File: src/afsc_pkg.sv
// Package: shared constants and types for the feeder step controller.
package afsc_pkg;
  localparam int ANGLE_FRAC_BITS = 6;
  localparam int STEP_COUNT_BITS = 16;
  localparam int PRESS_LEVEL = 200;
  localparam int JAM_TOL_DEG = 3;
  localparam int CFG_IDX_W = 3;
  localparam int CFG_DATA_W = 16;

  localparam logic [CFG_IDX_W-1:0] REG_FEED_MODE = 3'd0;
  localparam logic [CFG_IDX_W-1:0] REG_CONT_SPEED = 3'd1;
  localparam logic [CFG_IDX_W-1:0] REG_BURST_COUNT = 3'd2;
  localparam logic [CFG_IDX_W-1:0] REG_STEP_DELAY = 3'd3;
  localparam logic [CFG_IDX_W-1:0] REG_STEP_PITCH = 3'd4;
  localparam logic [CFG_IDX_W-1:0] REG_REVERSE_ANGLE = 3'd5;
  localparam logic [CFG_IDX_W-1:0] REG_HOLD_TIME = 3'd6;
  localparam logic [CFG_IDX_W-1:0] REG_DIR_REVERSE = 3'd7;

  localparam logic [1:0] MODE_SAFE = 2'd0;
  localparam logic [1:0] MODE_SPEED = 2'd1;
  localparam logic [1:0] MODE_BURST = 2'd2;
  localparam logic [1:0] MODE_SINGLE = 2'd3;

  localparam logic [1:0] KIND_NONE = 2'd0;
  localparam logic [1:0] KIND_ANGLE = 2'd1;
  localparam logic [1:0] KIND_SPEED = 2'd2;
  localparam logic [1:0] KIND_SAFE = 2'd3;

  typedef struct packed {
    logic [31:0]        now_ms;
    logic signed [15:0] trigger_level;
    logic signed [31:0] soft_angle;
    logic signed [31:0] real_angle;
    logic               jam_detected;
    logic               speed_target_negative;
  } in_item_t;

  typedef struct packed {
    logic [1:0]         drive_kind;
    logic signed [31:0] angle_setpoint;
    logic signed [15:0] speed_setpoint;
    logic               clear_jam;
    logic               bus_send;
  } out_item_t;

  typedef struct packed {
    logic        start;
    logic [33:0] dividend;
    logic [14:0] divisor;
  } div_req_t;

  typedef struct packed {
    logic        done;
    logic [33:0] quotient;
  } div_rsp_t;
endpackage

File: src/afsc_if.sv
// Interfaces: valid/ready channels for input ticks and result commands.
interface afsc_in_if;
  logic valid;
  logic ready;
  afsc_pkg::in_item_t data;
  modport source (output valid, output data, input ready);
  modport sink (input valid, input data, output ready);
endinterface

interface afsc_out_if;
  logic valid;
  logic ready;
  afsc_pkg::out_item_t data;
  modport source (output valid, output data, input ready);
  modport sink (input valid, input data, output ready);
endinterface

File: src/afsc_div.sv
// Restoring divider: one quotient bit per cycle, used by the overshoot trim.
module afsc_div (
  input  logic                clk,
  input  logic                rst,
  input  afsc_pkg::div_req_t  req,
  output afsc_pkg::div_rsp_t  rsp
);
  logic [33:0] quo;
  logic [15:0] rem;
  logic [14:0] dvs;
  logic [5:0]  cnt;
  logic        busy;
  logic        done;
  logic [15:0] trial;
  logic [15:0] sub;

  always_comb begin
    trial = {rem[14:0], quo[33]};
    sub = trial - {1'b0, dvs};
  end

  always_ff @(posedge clk) begin
    done <= 1'b0;
    if (rst) begin
      busy <= 1'b0;
      cnt <= '0;
    end else if (req.start) begin
      busy <= 1'b1;
      quo <= req.dividend;
      dvs <= req.divisor;
      rem <= '0;
      cnt <= 6'd34;
    end else if (busy) begin
      if (trial >= {1'b0, dvs}) begin
        rem <= sub;
        quo <= {quo[32:0], 1'b1};
      end else begin
        rem <= trial;
        quo <= {quo[32:0], 1'b0};
      end
      cnt <= cnt - 6'd1;
      if (cnt == 6'd1) begin
        busy <= 1'b0;
        done <= 1'b1;
      end
    end
  end

  assign rsp.done = done;
  assign rsp.quotient = quo;
endmodule

File: src/ammo_feeder_step_controller.sv
// Top level: feeder step controller with sequencer, state and result register.
// Usage: one control tick enters on the in channel (valid/ready transfer);
// one motor command leaves on the out channel for every tick. The user must
// write the configuration registers through cfg_we/cfg_index/cfg_data only
// while idle; the block itself does not enforce it. A tick passes through
// S_JAM, S_MODE and S_OUT for safe, speed and jam ticks, with S_POS before
// S_OUT in the burst and single modes; when the overshoot trim runs, S_DIV
// follows S_POS and waits for the bit-serial divider (one quotient bit a
// cycle over 34 bits). in.ready is low while a tick is worked on. The result
// sits in an output register; while the receiver stalls the block holds it
// and takes the next tick, but finishes that one only once the register is
// free. Reset (rst, synchronous, active high) idles the sequencer, clears
// the feeder state, restores the register defaults and drops out.valid.
module ammo_feeder_step_controller #(
  parameter int ANGLE_FRAC_BITS = afsc_pkg::ANGLE_FRAC_BITS,
  parameter int STEP_COUNT_BITS = afsc_pkg::STEP_COUNT_BITS
) (
  input  logic                             clk,
  input  logic                             rst,
  afsc_in_if.sink                          in,
  afsc_out_if.source                       out,
  input  logic                             cfg_we,
  input  logic [afsc_pkg::CFG_IDX_W-1:0]   cfg_index,
  input  logic [afsc_pkg::CFG_DATA_W-1:0]  cfg_data
);
  localparam logic [STEP_COUNT_BITS-1:0] STEP_MAX = '1;
  localparam logic signed [33:0] JAM_TOL = 34'(afsc_pkg::JAM_TOL_DEG) <<< ANGLE_FRAC_BITS;

  typedef enum logic [2:0] {S_IDLE, S_JAM, S_MODE, S_POS, S_DIV, S_OUT} state_t;
  state_t state;

  logic [1:0]  feed_mode;
  logic [15:0] continuous_speed;
  logic [7:0]  burst_count;
  logic [15:0] step_delay_ms;
  logic [14:0] step_pitch;
  logic [14:0] reverse_angle;
  logic [15:0] hold_time_ms;
  logic        direction_reverse;

  logic [1:0]  previous_mode;
  logic [31:0] target_angle;
  logic        jam_in_progress;
  logic [STEP_COUNT_BITS-1:0] steps_pending;
  logic [31:0] last_step_time;
  logic        press_active;
  logic [31:0] press_time;
  logic        short_press_pending;
  logic        burst_armed;

  afsc_pkg::in_item_t  it;
  logic        blocked;
  logic [1:0]  kind;
  logic        clr;
  logic [15:0] spd;
  logic        send;
  logic [31:0] pitch_signed;

  afsc_pkg::div_req_t dreq;
  afsc_pkg::div_rsp_t drsp;

  afsc_div u_div (.clk(clk), .rst(rst), .req(dreq), .rsp(drsp));

  logic signed [33:0] jam_diff;
  logic signed [33:0] jam_abs;
  logic               pressed;
  logic signed [33:0] trim_d;
  logic [31:0]        trim_prod;

  always_comb begin
    jam_diff = 34'(it.soft_angle) - 34'($signed(target_angle));
    jam_abs = jam_diff[33] ? -jam_diff : jam_diff;
    pressed = it.trigger_level > 16'(afsc_pkg::PRESS_LEVEL);
    trim_d = direction_reverse ? 34'(it.soft_angle) - 34'($signed(target_angle))
                               : 34'($signed(target_angle)) - 34'(it.soft_angle);
    pitch_signed = direction_reverse ? -{17'd0, step_pitch} : {17'd0, step_pitch};
    trim_prod = 32'(drsp.quotient[31:0] * {17'd0, step_pitch});
  end

  assign in.ready = (state == S_IDLE);

  always_ff @(posedge clk) begin
    dreq.start <= 1'b0;
    if (rst) begin
      state <= S_IDLE;
      out.valid <= 1'b0;
      feed_mode <= afsc_pkg::MODE_SAFE;
      continuous_speed <= '0;
      burst_count <= 8'd3;
      step_delay_ms <= 16'd100;
      step_pitch <= 15'd2880;
      reverse_angle <= 15'd2880;
      hold_time_ms <= 16'd300;
      direction_reverse <= 1'b0;
      previous_mode <= '0;
      target_angle <= '0;
      jam_in_progress <= 1'b0;
      steps_pending <= '0;
      last_step_time <= '0;
      press_active <= 1'b0;
      press_time <= '0;
      short_press_pending <= 1'b0;
      burst_armed <= 1'b0;
    end else begin
      if (out.valid && out.ready) out.valid <= 1'b0;
      if (cfg_we) begin
        case (cfg_index)
          afsc_pkg::REG_FEED_MODE:     feed_mode <= cfg_data[1:0];
          afsc_pkg::REG_CONT_SPEED:    continuous_speed <= cfg_data;
          afsc_pkg::REG_BURST_COUNT:   burst_count <= cfg_data[7:0];
          afsc_pkg::REG_STEP_DELAY:    step_delay_ms <= cfg_data;
          afsc_pkg::REG_STEP_PITCH:    step_pitch <= cfg_data[14:0];
          afsc_pkg::REG_REVERSE_ANGLE: reverse_angle <= cfg_data[14:0];
          afsc_pkg::REG_HOLD_TIME:     hold_time_ms <= cfg_data;
          afsc_pkg::REG_DIR_REVERSE:   direction_reverse <= cfg_data[0];
          default: ;
        endcase
      end
      case (state)
        S_IDLE: begin
          if (in.valid) begin
            it <= in.data;
            state <= S_JAM;
          end
        end
        S_JAM: begin
          kind <= afsc_pkg::KIND_NONE;
          clr <= 1'b0;
          blocked <= 1'b1;
          spd <= '0;
          send <= 1'b0;
          if (it.jam_detected) begin
            clr <= 1'b1;
            if (!jam_in_progress) begin
              target_angle <= it.speed_target_negative
                ? it.soft_angle + {17'd0, reverse_angle}
                : it.soft_angle - {17'd0, reverse_angle};
              kind <= afsc_pkg::KIND_ANGLE;
              jam_in_progress <= 1'b1;
            end else begin
              jam_in_progress <= 1'b0;
            end
          end else if (jam_in_progress) begin
            if (jam_abs <= JAM_TOL) jam_in_progress <= 1'b0;
            else kind <= afsc_pkg::KIND_ANGLE;
          end else begin
            blocked <= 1'b0;
            if (feed_mode != previous_mode) target_angle <= it.soft_angle;
          end
          previous_mode <= feed_mode;
          state <= S_MODE;
        end
        S_MODE: begin
          state <= S_OUT;
          if (!blocked) begin
            case (feed_mode)
              afsc_pkg::MODE_SPEED: begin
                kind <= afsc_pkg::KIND_SPEED;
                spd <= continuous_speed;
                send <= 1'b1;
                target_angle <= it.real_angle;
              end
              afsc_pkg::MODE_BURST: begin
                if (pressed) begin
                  if (!burst_armed) begin
                    steps_pending <= STEP_COUNT_BITS'(burst_count);
                    burst_armed <= 1'b1;
                  end
                end else begin
                  burst_armed <= 1'b0;
                end
                kind <= afsc_pkg::KIND_ANGLE;
                send <= 1'b1;
                state <= S_POS;
              end
              afsc_pkg::MODE_SINGLE: begin
                if (pressed) begin
                  if (!press_active) begin
                    press_active <= 1'b1;
                    press_time <= it.now_ms;
                  end
                  if (press_active && (it.now_ms - press_time) > {16'd0, hold_time_ms}) begin
                    if (steps_pending != STEP_MAX) steps_pending <= steps_pending + 1'b1;
                  end else begin
                    short_press_pending <= 1'b1;
                  end
                end else begin
                  press_active <= 1'b0;
                  steps_pending <= short_press_pending ? STEP_COUNT_BITS'(1) : '0;
                  short_press_pending <= 1'b0;
                end
                kind <= afsc_pkg::KIND_ANGLE;
                send <= 1'b1;
                state <= S_POS;
              end
              default: kind <= afsc_pkg::KIND_SAFE;
            endcase
          end
        end
        S_POS: begin
          state <= S_OUT;
          if ((it.now_ms - last_step_time) > {16'd0, step_delay_ms}) begin
            if (steps_pending != '0) begin
              target_angle <= target_angle + pitch_signed;
              steps_pending <= steps_pending - 1'b1;
              last_step_time <= it.now_ms;
            end else if (step_pitch != '0 && !trim_d[33] && trim_d != '0) begin
              dreq.dividend <= trim_d;
              dreq.divisor <= step_pitch;
              dreq.start <= 1'b1;
              state <= S_DIV;
            end
          end
        end
        S_DIV: begin
          if (drsp.done) begin
            target_angle <= direction_reverse ? target_angle + trim_prod
                                              : target_angle - trim_prod;
            state <= S_OUT;
          end
        end
        S_OUT: begin
          if (!out.valid || out.ready) begin
            out.valid <= 1'b1;
            out.data.drive_kind <= kind;
            out.data.angle_setpoint <= (kind == afsc_pkg::KIND_ANGLE) ? target_angle : '0;
            out.data.speed_setpoint <= (kind == afsc_pkg::KIND_SPEED) ? spd : '0;
            out.data.clear_jam <= clr;
            out.data.bus_send <= send;
            state <= S_IDLE;
          end
        end
        default: state <= S_IDLE;
      endcase
    end
  end

  a_ready_idle: assert property (@(posedge clk) disable iff (rst)
    in.ready |-> state == S_IDLE) else $error("ready outside idle");
  a_one_result: assert property (@(posedge clk) disable iff (rst)
    (in.valid && in.ready) |=> !in.ready) else $error("second tick taken");
  a_div_only_trim: assert property (@(posedge clk) disable iff (rst)
    drsp.done |-> state == S_DIV) else $error("divider result unused");
endmodule

File: src/flat_wrapper.sv
// flat-port wrapper written by rule: the top's interface ports become plain ports
module ammo_feeder_step_controller_flat 
#(
  parameter int ANGLE_FRAC_BITS = afsc_pkg::ANGLE_FRAC_BITS,
  parameter int STEP_COUNT_BITS = afsc_pkg::STEP_COUNT_BITS
)
  (clk, rst, cfg_we, cfg_index, cfg_data, in_valid, in_data, in_ready, out_valid, out_data, out_ready);
  afsc_in_if in_i ();
  afsc_out_if out_i ();
  input  logic clk;
  input  logic rst;
  input  logic cfg_we;
  input  logic [afsc_pkg::CFG_IDX_W-1:0] cfg_index;
  input  logic [afsc_pkg::CFG_DATA_W-1:0] cfg_data;
  input wire logic [$bits(in_i.valid)-1:0] in_valid;
  input wire logic [$bits(in_i.data)-1:0] in_data;
  output wire logic [$bits(in_i.ready)-1:0] in_ready;
  output wire logic [$bits(out_i.valid)-1:0] out_valid;
  output wire logic [$bits(out_i.data)-1:0] out_data;
  input wire logic [$bits(out_i.ready)-1:0] out_ready;
  assign in_i.valid = in_valid;
  assign in_i.data = in_data;
  assign in_ready = in_i.ready;
  assign out_valid = out_i.valid;
  assign out_data = out_i.data;
  assign out_i.ready = out_ready;
  ammo_feeder_step_controller #(.ANGLE_FRAC_BITS(ANGLE_FRAC_BITS), .STEP_COUNT_BITS(STEP_COUNT_BITS)) u_core (.clk(clk), .rst(rst), .in(in_i), .out(out_i), .cfg_we(cfg_we), .cfg_index(cfg_index), .cfg_data(cfg_data));
endmodule
File: config.mk
export PLATFORM = sky130hd
export DESIGN_NAME = ammo_feeder_step_controller_flat
export DESIGN_NICKNAME = d
export VERILOG_FILES = /design/src/afsc_pkg.sv /design/src/afsc_if.sv /design/src/afsc_div.sv /design/src/ammo_feeder_step_controller.sv /design/src/flat_wrapper.sv
export SDC_FILE = /design/constraint.sdc
export NUM_CORES = 2
export LEC_CHECK = 0
export ABC_AREA = 1
export ABC_CLOCK_PERIOD_IN_PS = 10200
export BUFFER_PORTS_ARGS = -buffer_cell sky130_fd_sc_hd__buf_2
export CAP_MARGIN = 20
export CORE_AREA = 2 2 300 302
export DETAILED_ROUTE_END_ITERATION = 10
export DIE_AREA = 0 0 302 304
export GPL_TIMING_DRIVEN = 0
export HOLD_SLACK_MARGIN = 0.12
export PLACE_DENSITY_LB_ADDON = 0.25
export SLEW_MARGIN = 30
export SYNTH_ARGS = -nofsm -noshare
export SYNTH_HDL_FRONTEND = slang
export SYNTH_SLANG_ARGS = --single-unit
File: constraint.sdc
create_clock -name clk -period 10.2 [get_ports clk]
set_clock_uncertainty 0.1 [all_clocks]
set_input_delay 1.02 -clock clk [delete_from_list [all_inputs] [get_ports clk]]
set_output_delay 1.02 -clock clk [all_outputs]
set_load 0.05 [all_outputs]
---- After elaboration in Yosys (flattened, before gate mapping) ----
Index checks and enable logic that the tools add are counted.
cells by class
  add/sub/neg operators ................... 15
  multipliers ............................. 1
  magnitude comparators ................... 5
  equality and inequality tests ........... 36
  muxes and demuxes ....................... 72
  bitwise operators ....................... 7
  reductions and logical operators ........ 46
operator list
  cell                 count
  $mux 32              12
  $mux 16              10
  $mux 34              4
  $pmux 32 s4          1
  $pmux 16 s2          3
  $sub 32x32->32       3
  $sub 32x32->33       2
  $add 32x32->32       2
  $gt 32x16->1         2
  $mux 50              1
  $le 34x9->1 const B  1
  $neg 34->34          1
  $reduce_bool 34->1   1
  $add 32x15->32       1
  $mul 32x15->32       1
  $neg 15->32          1
  $sub 32x15->32       1
  $mux 15              2
  $mux 1               23
  $reduce_and 2->1     11
  $mux 3               7
  $reduce_and 3->1     7
  $eq 3x3->1 const B   6
  $pmux 3 s6           1
  39 further kinds     78
word-level totals
  bits in registers ....................... 520
  input bits .............................. 138
  output and inout bits ................... 54
  logic and storage cells ................. 227

---- Longest topological paths before layout ----
  depth after elaboration ................. 9
  gate-level depth with buffers ........... 49
  gate-level depth less buffers ........... 47

---- By module ----
Synthesis repeated with hierarchy kept, for this count alone.
second synthesis, totals
  cells, all modules ...................... 6938
  area, all modules ....................... 49321.1 µm²
by module, submodules not included
  module                       times used  cells each  area an instance (µm²)  seq. area each (µm²)
  ammo_feeder_step_controller  1           6444        45165.8                 11300.8
  afsc_div                     1           494         4155.2                  2082.0

---- Least setup slack after synthesis ----
No wires, ideal clock.
  path type ............................... reg2reg
  start point ............................. register u_core.step_pitch[13]
  end point ............................... register u_core.target_angle[31]
  setup time .............................. 0.070 ns
  arrival time ............................ 7.964 ns
  required time ........................... 10.030 ns
  slack ................................... 2.066 ns
  stages on the path, launching flop included .. 42
  path buffers ............................ 2
  clock period less this slack ............ 8.134 ns
  path through ............................ dfxtp_1 clkbuf_1 buf_1 nand2_1 fa_1 inv_1 fa_1 inv_1 fa_1 fa_1 inv_1 fa_1 inv_1 fa_1 inv_1 ha_1 nand2_1 nor2_1 [6 not listed] nor4_1 nand3_1 xor2_1 nand2_1 o21ai_0 a21oi_1 ha_1 a21oi_1 nor2_1 nor2_1 nor2_1 a2111oi_0 nand3_1 nand2_1 nand3_1 nand2_1 nand2_1 a21oi_1
on the way
  word-level cells in the longest chain between the ends .. 6
  elaborated cells on any way between the ends .. 11
  classes of those cells .................. add/sub (4); mul (1); mux (6)
ends and longest elaborated chain
  what                                                    line                                RTL
  from (decl)                                             ammo_feeder_step_controller.sv:36   logic [14:0] step_pitch;
  from (signal assigned)                                  ammo_feeder_step_controller.sv:112  afsc_pkg::REG_STEP_PITCH: step_pitch <= cfg_data[14:0];
  branches (longest 5 deep; another with $mul 32x15->32)  n/a
  $pmux 32 s4 (*)                                         ammo_feeder_step_controller.sv:119  case (state)
  to (signal assigned)                                    ammo_feeder_step_controller.sv:135  target_angle <= it.speed_target_negative
  to (signal assigned)                                    ammo_feeder_step_controller.sv:204  target_angle <= target_angle + pitch_signed;
  to (signal assigned)                                    ammo_feeder_step_controller.sv:217  target_angle <= direction_reverse ? target_angle + trim_prod
  to (decl)                                               ammo_feeder_step_controller.sv:42   logic [31:0] target_angle;
Every way passes the cells marked *. The select of a mux whose other input is x is not followed.
A chain may end at the register's enable or synchronous reset.

---- Worst setup path in the final report ----
  start point ............................. register u_core.u_div.quo[5]
  end point ............................... register u_core.target_angle[26]
on the way
  word-level cells in the longest chain between the ends .. 5
  elaborated cells on any way between the ends .. 6
  classes of those cells .................. add/sub (2); mul (1); mux (3)
ends and longest elaborated chain
  what                                                     line                                                                    RTL
  from (decl)                                              afsc_div.sv:8                                                           logic [33:0] quo;
  from (signal assigned)                                   afsc_div.sv:29                                                          quo <= req.dividend;
  from (signal assigned)                                   afsc_div.sv:36                                                          quo <= {quo[32:0], 1'b1};
  from (signal assigned)                                   afsc_div.sv:39                                                          quo <= {quo[32:0], 1'b0};
  $mul 32x15->32 (*)                                       ammo_feeder_step_controller.sv:77                                       trim_prod = 32'(drsp.quotient[31:0] * {17'd0, step_pitch});
  $sub 32x32->32 / $add 32x32->32 (equally long branches)  ammo_feeder_step_controller.sv:218, ammo_feeder_step_controller.sv:217
  $mux 32 (*)                                              ammo_feeder_step_controller.sv:217
  $mux 32 (*)                                              ammo_feeder_step_controller.sv:216                                      if (drsp.done) begin
  $pmux 32 s4 (*)                                          ammo_feeder_step_controller.sv:119
  to (signal assigned)                                     ammo_feeder_step_controller.sv:135
  to (signal assigned)                                     ammo_feeder_step_controller.sv:148                                      if (feed_mode != previous_mode) target_angle <= it.soft_angle;
  to (signal assigned)                                     ammo_feeder_step_controller.sv:217
Every way passes the cells marked *; elsewhere a longest branch is shown, timed or not. The select of a mux whose other input is x is not followed.

==> out/qor.log <==
[floorplan] count of standard-cell rows 110
[yosys] mean cell area of the mapped netlist 7.14 um2
[floorplan] floorplan die width 302 um
[hold_path] sink of the worst hold path u_core.u_div.dvs[13]
[drt] DRT Wirelength 168000 um
[timing] worst hold slack 0.312 ns
[flow_run] # Max-Cap Violations 0
[drt] top layer in use met5
[worst_setup_path] Worst Path Arrival 10.20 ns
[timing] actual transition at the worst max-transition pin 1.08 ns
[yosys] number of synthesized flops with an enable pin 299
[drt] met3 WL post-DR 13600 um
[worst_setup_path] nature of the critical path endpoint flip-flop
[global_routing] number of global-route vias before repair 44248
[worst_setup_path] launch point of the critical path u_core.u_div.quo[5]
[power] leakage power of the design 26.3 nW
[power] worst voltage drop across the vdd grid 0.177 mV
[worst_setup_path] number of cells on the worst reg-to-reg path 37
[final_layout] Area growth, synth to finish 9.72%
[floorplan] chip height 304 um
[worst_setup_path] Worst Setup Start Kind flip-flop
[timing] Relative slew margins 28.3%
[worst_setup_path] reg-to-reg critical path startpoint u_core.u_div.quo[5]
[yosys] portion of the post-synthesis area used by sequential elements 27.6%
[yosys] async set or reset register ratio after synthesis 0%
[clocking] sink count of the clock tree 519
[worst_setup_path] peak per-stage delay on the critical path 0.64 ns
[global_routing] All-Layer GR Usage 36.5%
[worst_setup_path] Critical-path top delay cell edfxtp_1
[run_status] outcome finished, final reports clean
[floorplan] die area 0.0918 mm2
[drt] length of routed met2 wiring 74300 um
[placed_design] placer's final routability congestion estimate 1.02
[power] overall power after layout 0.0116 W
[worst_setup_path] required time at the worst-slack endpoint 10.56 ns
[timing] highest clock rate 102 MHz
[worst_setup_path] setup slack of the worst register-to-register path 0.37 ns
[drt] vias after detailed routing 45933
[global_routing] pin count of the biggest net entering global routing 49
[floorplan] top-level port count 192
[drt] DRC 0
[placed_design] Final HPWL DP 138000 um
[global_routing] antenna violations before repair 2
[floorplan] initial standard-cell utilization of the core 54.4%
[hold_path] Hold Path Class reg -> reg
[final_layout] ratio of cells with drive above 1 in the final layout 7.83%
[drt] 1st-iter DRT viols 4443
[timing] crit share post-route 96.4%
[clocking] number of buffers on the longest clock path 3
[yosys] post-synthesis register bit count 519
[worst_setup_path] kind of critical path reg -> reg
[yosys] top post-synthesis cells by area edfxtp_1 19%, nand2_1 13%, fa_1 12%
[clocking] TritonCTS Buffers 57
[final_layout] Total Nets Final 7775
[timing] final setup violating endpoints 0
[power] total power per unit cell area 219 mW/mm2
[drt] detail-routed net length per standard cell 20.4 um
[yosys] synthesized cell area 0.0485 mm2
[clocking] Clock Latency Late Sink 0.67 ns
[yosys] share of the synthesized area in the top cell type 18.5%
[hold_path] number of cells traversed by the worst hold path 0
[placed_design] buffers added on ports 191
[worst_setup_path] most prevalent standard cell on the critical path nand2_1
[clocking] clock-pin slew on the worst setup and hold paths 0.06 ns
[clocking] hold-fix buffer count after cts 0
[drt] per-cell via count in the routed design 5.56
[yosys] Post-synth top flop edfxtp_1
[timing] fin crit period 9.83 ns
[final_layout] diode count 0
[yosys] synthesis warning total 0
[timing] number of hold violations in the final report 0
[drt] post-route antenna net violation count 0
[timing] setup TNS 0 ns
[floorplan] total core area 0.0890 mm2
[timing] Final Max Slew Viols 0
[drt] first drt pass iteration count 6
[yosys] cells after synthesis 6788
[yosys] net count after synthesis 7525
[global_routing] wire length of the first global-routing pass 256000 um
[worst_setup_path] Critical Path Fanout Max 10
[clocking] clock tree from TritonCTS yes
[yosys] number of different library cells in the post-synthesis netlist 75
[hold_path] hold_sp u_core.dreq[13]
[drt] M1 wire length 70600 um
[clocking] # H-tree levels 2
[global_routing] global route overflow 0
[clocking] root buffer cell clkbuf_16
[worst_setup_path] worst flop-to-flop path endpoint u_core.target_angle[26]
[yosys] leading area contributor after synthesis edfxtp_1
## how the worst max path moves through the flow
stage                                          to  depth (start not counted)
after floorplan           u_core.target_angle[31]                         41
after global placement    u_core.target_angle[26]                         38
after detailed placement  u_core.target_angle[26]                         39
after CTS                 u_core.target_angle[26]                         41
after global routing      u_core.target_angle[31]                         42
final                     u_core.target_angle[26]                         37
## area by class of cell
type	instances	area, um2
plain buffers	225	1000
clock buffers	68	1500
inverters	1301	4890
well taps	1176	1470
fillers	8478	35900
clock inverters	40	362
repair buffers	206	1180
flip-flops and latches	519	13400
multi-input cells	4728	29400
## sequential cells by signal, summed over array words and instances (netlist names), 3 cells and up
register / cells
u_core.it: 114
u_core.spd: 16
u_core.step_delay_ms: 16
u_core.reverse_angle: 15
u_core.u_div.cnt: 6
u_core.steps_pending: 16
u_core.target_angle: 32
u_core.last_step_time: 32
u_core.hold_time_ms: 16
u_core.out.data: 52
u_core.press_time: 32
u_core.burst_count: 8
u_core.u_div.rem: 15
u_core.dreq: 49
u_core.continuous_speed: 16
u_core.u_div.quo: 34
u_core.step_pitch: 15
u_core.u_div.dvs: 15
u_core.state: 3
## cell usage after synthesis (all sizes together), types with 2 or more instances
master and n:
buf 54, a311oi 4, inv 1296, o211a 2, nand3 277, xor2 150, nor2 584, and3 3
a21oi 532, a32o 3, and2 4, ha 303, a31oi 21, a21boi 8, or3 2, dfxtp 220
clkinv 5, nor3 81, o21a 18, a2111oi 3, o22ai 2, o211ai 35, nand2b 2, edfxtp 299
a21o 11, fa 296, xnor2 29, or2 27, clkbuf 186, nor4 16, o221ai 4, nand4 80
a211oi 6, a22oi 3, nand2 1705, o21ai 451, mux2i 2, nand3b 21, o31ai 4, o32ai 5
nor3b 6, o21bai 17, o2111ai 4
## cell usage in the layout, fill, tap and decap left out, types with 9 or more instances in the layout
cell type  count
nand3_2       14
dfxtp_1      210
o21a_1        18
clkbuf_2      38
nand3b_1      20
inv_1       1280
o21ai_0      441
a21oi_2        9
inv_2         15
xnor2_1       28
o211ai_1      34
buf_4         17
clkinv_1      13
fa_1         296
nor2_2        23
or2_2         25
a31oi_1       18
o21bai_1      17
nand2_1     1680
nor3_2         9
edfxtp_1     299
buf_2        227
nor4_1        15
ha_1         303
nand4_1       78
buf_1         13
nand3_1      262
nor2_4        12
clkbuf_16     57
nor3_1        72
dfxtp_2        9
xor2_1       144
nand2_2       21
nor2_1       549
clkbuf_1     130
a21o_1        11
a21oi_1      523
## logic make-up after synthesis
kind of cell | after synthesis | synth area share, %
AOI/OAI and AO/OA | 1139 | 12.7
adders and majority gates | 599 | 20.0
and+or+nand+nor | 2809 | 24.3
muxes | 2 | 0.0413
buffers and inverters | 1541 | 12.1
DFF | 519 | 27.6
xor gates and xnor gates | 179 | 3.27
## routing by layer
metal  up-vias  global-route usage (%)
li1      21971                       -
met1     21611                    49.3
met2      1997                    57.5
met3       352                    5.22
met4         2                    17.7
met5         -                       0
## timing repair
action | 4_1_cts | 5_1_grt
pin swaps | 0 | 2
gates resized for setup | 16 | 137
endpoints found under the setup margin | 5 | 10
setup buffers | 0 | 0
## metrics by stage
step / area, um2 / std cells / setup WS [ns] / utilization [%]
after floorplan: 48500 / 6788 / 2.07 / -
after global placement: 50900 / 8155 / -0.503 / 57.2
after detailed placement: 51200 / 8170 / -0.426 / 57.5
after CTS: 53000 / 8274 / 0.00196 / 59.6
after global routing: 53200 / 8263 / -0.0384 / 59.7
final: 53200 / 8263 / 0.366 / 59.7
## report_power, final
group / switching (W) / internal, W
Combinational: 0.00483 / 0.00209
Clock: 0.000945 / 0.00112
Sequential: 0.000175 / 0.00247
## worst max-delay path, delay by kind of cell, from the launching register on
kind	cells	cell delay (ns)
buf+inv	6	0.75
flops	1	0.64
fa+ha+maj	8	4.01
compound gates	8	1.86
simple gates	15	2.30
(Power assumes the default switching activity.)
